<file path="src/rtl/mrrc_word_store.sv">
// mrrc_word_store: register word memory with separate high and low byte lanes
// and a registered read port; no package dependencies
module mrrc_word_store #(
   parameter int DEPTH  = 8,
   parameter int ADDR_W = 3
) (
   input  logic              clock,
   input  logic              wr_hi,
   input  logic              wr_lo,
   input  logic [ADDR_W-1:0] wr_addr,
   input  logic [7:0]        wr_data,
   input  logic              rd_en,
   input  logic [ADDR_W-1:0] rd_addr,
   output logic [15:0]       rd_data
);

   logic [7:0]  mem_hi [DEPTH];
   logic [7:0]  mem_lo [DEPTH];
   logic [15:0] rd_data_ff;

   always_ff @(posedge clock) begin
      if (wr_hi) begin
         mem_hi[wr_addr] <= wr_data;
      end
      if (wr_lo) begin
         mem_lo[wr_addr] <= wr_data;
      end
   end

   always_ff @(posedge clock) begin
      if (rd_en) begin
         rd_data_ff <= {mem_hi[rd_addr], mem_lo[rd_addr]};
      end
   end

   assign rd_data = rd_data_ff;

endmodule

</file>
<file path="config.mk">
export PLATFORM = sky130hd
export DESIGN_NAME = mrrc_word_store
export DESIGN_NICKNAME = d
export VERILOG_FILES = /design/src/rtl/mrrc_word_store.sv
export SDC_FILE = /design/constraint.sdc
export NUM_CORES = 1
export LEC_CHECK = 0
export ABC_AREA = 0
export BUFFER_PORTS_ARGS = -buffer_cell sky130_fd_sc_hd__clkbuf_2
export CAP_MARGIN = 30
export CELL_PAD_IN_SITES_DETAIL_PLACEMENT = 1
export CELL_PAD_IN_SITES_GLOBAL_PLACEMENT = 1
export CORE_ASPECT_RATIO = 1.25
export CORE_MARGIN = 8
export CORE_UTILIZATION = 53
export DETAILED_ROUTE_END_ITERATION = 8
export PLACE_DENSITY_LB_ADDON = 0.1
export SYNTH_ARGS = -nofsm -noshare
export SYNTH_HDL_FRONTEND = slang
export SYNTH_SLANG_ARGS = --single-unit
</file>
<file path="constraint.sdc">
create_clock -name clock -period 1.7 [get_ports clock]
set_clock_uncertainty 0.15 [all_clocks]
set_input_delay 0.085 -clock clock [delete_from_list [all_inputs] [get_ports clock]]
set_output_delay 0.085 -clock clock [all_outputs]
set_load 0.05 [all_outputs]
</file>
* Word-level counts from Yosys, hierarchy flattened
Memories as Yosys holds them, arrays and structs flattened. A register that Yosys moved wholly into a read port is not among the register bits. Cells that the tools add are included. Widths: inputs -> output; s select.
Cells by class: mux-type cells 4
Operator list (number):
- $mux 1 | 4
Word-level totals: flip-flop bits (word level) 0, input bits 18, logic and storage cells 6, bits in writable memories 128, memories 2, output and inout port bits 16
Memory list:
- mem_hi | words 8, bits a word 8, rd ports 1, clocked after memory_dff 1, write ports 1, RTL line 17 | logic [7:0] mem_hi [DEPTH];
- mem_lo | words 8, bits a word 8, rd ports 1, clocked after memory_dff 1, write ports 1, RTL line 18 | logic [7:0] mem_lo [DEPTH];

* Logic depth before layout (Yosys ltp)
depth after elaboration 2, mapped depth 4, mapped depth without buffers 2

* Worst setup path before layout
No wires, ideal clock.
path type in2reg, from in rd_addr[0], to reg rd_data_ff[10] (netlist: rd_data[10]) (read register of mem_hi) (data pin), data required time 1290 ps, setup time 260 ps, arrival 1117 ps, buffers on the path 2, setup slack 173 ps, stages on the path 4, cell sequence buf_6 buf_6 mux4_1 mux2_2
RTL lines:
- from (decl) | RTL line 13 | input logic [ADDR_W-1:0] rd_addr,
- to (decl) | RTL line 19 | logic [15:0] rd_data_ff;

==> impl_metrics.tcl <==
set metrics [dict create \
    io_pins 34 \
    tritoncts "done" \
    slew_headroom 0.606 \
    crit_chain "mux4_1 -> mux2_2" \
    synth_fa_ha_area_frac 0 \
    worstPathMaxFanout 1 \
    status "complete, no violations" \
    ys_seq_area_frac 0.787 \
    grt.total_usage 0.171 \
    grt_pass1_wl_mm 16.5 \
    finalPower_uw 8510 \
    power.density_mw_per_mm2 1280 \
    synth_compound_area_frac 0 \
    cp.required_ns 1.71 \
    drc_errors 0 \
    synth_nets 242 \
    dieWidth_um 107 \
    final_util 0.656 \
    antenna_found_initial 0 \
    maxSlewViolCount 0 \
    cpPeakStageDelay_ns 0.56 \
    whs_path_depth 3 \
    crit_cells 2 \
    rr_worst_depth 2 \
    crit_path_top_delay_cell "mux4_1" \
    synth_common_cells "144 x edfxtp_1, 28 x mux4_1, 16 x mux2_2" \
    cts-buffers-inserted 17 \
    layout.nets 313 \
    switching_share 0.198 \
    synth_xor_xnor_area_share 0 \
    synth_top_family_by_area "multiplexers" \
    ir_drop_mv 0.743 \
    crit_buf_inv 0 \
    yosysMostFrequentCell "edfxtp_1" \
    endpoint_kind "flop" \
    synth_seq_cells 144 \
    critical_path_class "flop to flop" \
    drtIter0Drc 123 \
    yosys-top-cells-area "edfxtp_1 79%, mux4_1 13%, mux2_2 3.3%, mux4_2 1.6%, buf_6 0.82%" \
    initial_core_util 0.544 \
    cap_violations 0 \
    intPower_uw 6830 \
    grt_pass1_vias 2714 \
    synth_top_flop_cell "edfxtp_1" \
    synthCells 224 \
    dp_hpwl_mm 6.63 \
    clk_pin_slew_ns 0.06 \
    critPathTopFamily "multiplexers" \
    cts.path.max_buffers 2 \
    synthSimpleGateAreaFrac 0.0184 \
    syn_avg_cell_area_um2 24.5 \
    worst_ep_arrival_time_ns 1.64 \
    insertion_delay_ns 0.41 \
    max_freq_mhz 610 \
    vias 2492 \
    power_switching_uw 1690 \
    root_buffer "clkbuf_16" \
    grt_setup_unrepaired "false" \
    dr.pass1.iters 4 \
    synth_edf_count 144 \
    grt_max_degree 33 \
    setup.worst_path.start_class "flop" \
    seq_power_share 0.481 \
    synth_mux_area_frac 0.183 \
    routed_wl_mm 11.1 \
    die_area_mm2 0.0139 \
    routedWlPerCell_um 25.4 \
    final.min_clock_period_ns 1.64 \
    worstMarginPinSlew_ns 0.591 \
    yosysTopAreaCell "edfxtp_1" \
    area.growth.synth_to_final_pct 20.7 \
    die_h_um 130 \
    clock_sinks 144 \
    async_reset_ff_frac 0 \
    core_mm2 0.0101 \
    io_buffers 33 \
    row_count 41 \
    synth-warning-count 0 \
    leakage_uw 0.00232 \
    p_clk_frac 0.458 \
    htreeDepth 4 \
    hold_path.class "input port to flop" \
    n_antenna_cell 0 \
    gp_congestion 0.692 \
    period_share 0.964 \
    syn-cell-area_mm2 0.00550 \
    final_hold_viol_count 0 \
    drtAntennaViolNets 0 \
    setup_viol 0 \
    power_frac_comb 0.061 \
    vias_per_cell 5.70 \
    synth_cell_types 12 \
    grt-ovfl-total 0 \
    layout-drive-gt1-share 0.328 \
    synth_top_area_share 0.787 \
]
-- per-stage QoR --
stage                     instance area [um^2]  instances  TNS, ns  hold slack (ns)  setup slack, ns
after floorplan                           5500        224        0           0.0339            0.173
after global placement                    5930        397  -0.0194            0.327          -0.0120
after detailed placement                  5930        397   -0.177            0.361          -0.0587
after CTS                                 6640        437        0           0.0844           0.0165
after global routing                      6630        437        0            0.124           0.0236
final                                     6630        437        0            0.113           0.0614
-- worst paths after layout --
kind	start	endpoint	slack [ns]
max	mem_lo[3][2]$_DFFE_PP_	rd_data[2]$_DFFE_PP_	0.06
min	wr_addr[0]	mem_lo[2][3]$_DFFE_PP_	0.11
max reg2reg	mem_lo[3][2]$_DFFE_PP_	rd_data[2]$_DFFE_PP_	0.06
min reg2reg	mem_lo[0][6]$_DFFE_PP_	rd_data[6]$_DFFE_PP_	0.60
-- power by group through the flow --
| stage | registers, uW | clock network (uW) | logic [uW] |
|---|---|---|---|
| finish | 4100 | 3900 | 517 |
| global route | 4110 | 4090 | 549 |
| CTS | 4100 | 3970 | 526 |
| detailed placement | 4170 | 0 | 505 |
| global placement | 4160 | 0 | 490 |
| floorplan | 4260 | 0 | 208 |
-- layer usage --
layer  up-vias  GRT usage  part of all wire
li1       1111          -                 -
met1      1301      0.207              0.43
met2        68      0.282              0.51
met3        12     0.0483             0.044
met4         0     0.0763             0.018
met5         -          0                 0
-- area by class of cell --
class	count	area [um^2]
clock buffer	18	429
clock inverter	14	195
fill	809	3470
multi-input combinational	71	1100
sequential	144	4320
tap	129	161
timing repair buffer	61	420
-- logic make-up (layout without fill, tap and decap cells) --
group                  count (synthesis)  count (layout)
and+or+nand+nor                       23              23
buffers and inverters                  9              93
muxes                                 48              48
DFF                                  144             144
-- what timing repair did --
action,in CTS,in global routing
setup endpoints to repair,0,1
buffers inserted,0,0
hold buffers,8,0
endpoints found under the hold margin,128,0
resized for setup,0,1
-- worst min-delay path, cell delays in order --
cell,delay (ns)
clkbuf_2,0.15
nor3_1,0.07
buf_4,0.18
-- registers in the layout, summed over array words and instances, names as in the netlist --
name and cells:
rd_data 16, mem_hi 64, mem_lo 64
-- cell usage in the layout (no fill, tap or decap), types with 5 or more instances in the layout --
master and count:
edfxtp_1 144, clkbuf_2 33, mux4_1 27, buf_4 18, clkbuf_16 17, mux2_2 16, nor2_1 12, dlygate4sd3_1 8
mux4_2 5, bufinv_16 5
No activity file was read; power rests on OpenSTA's default activity.
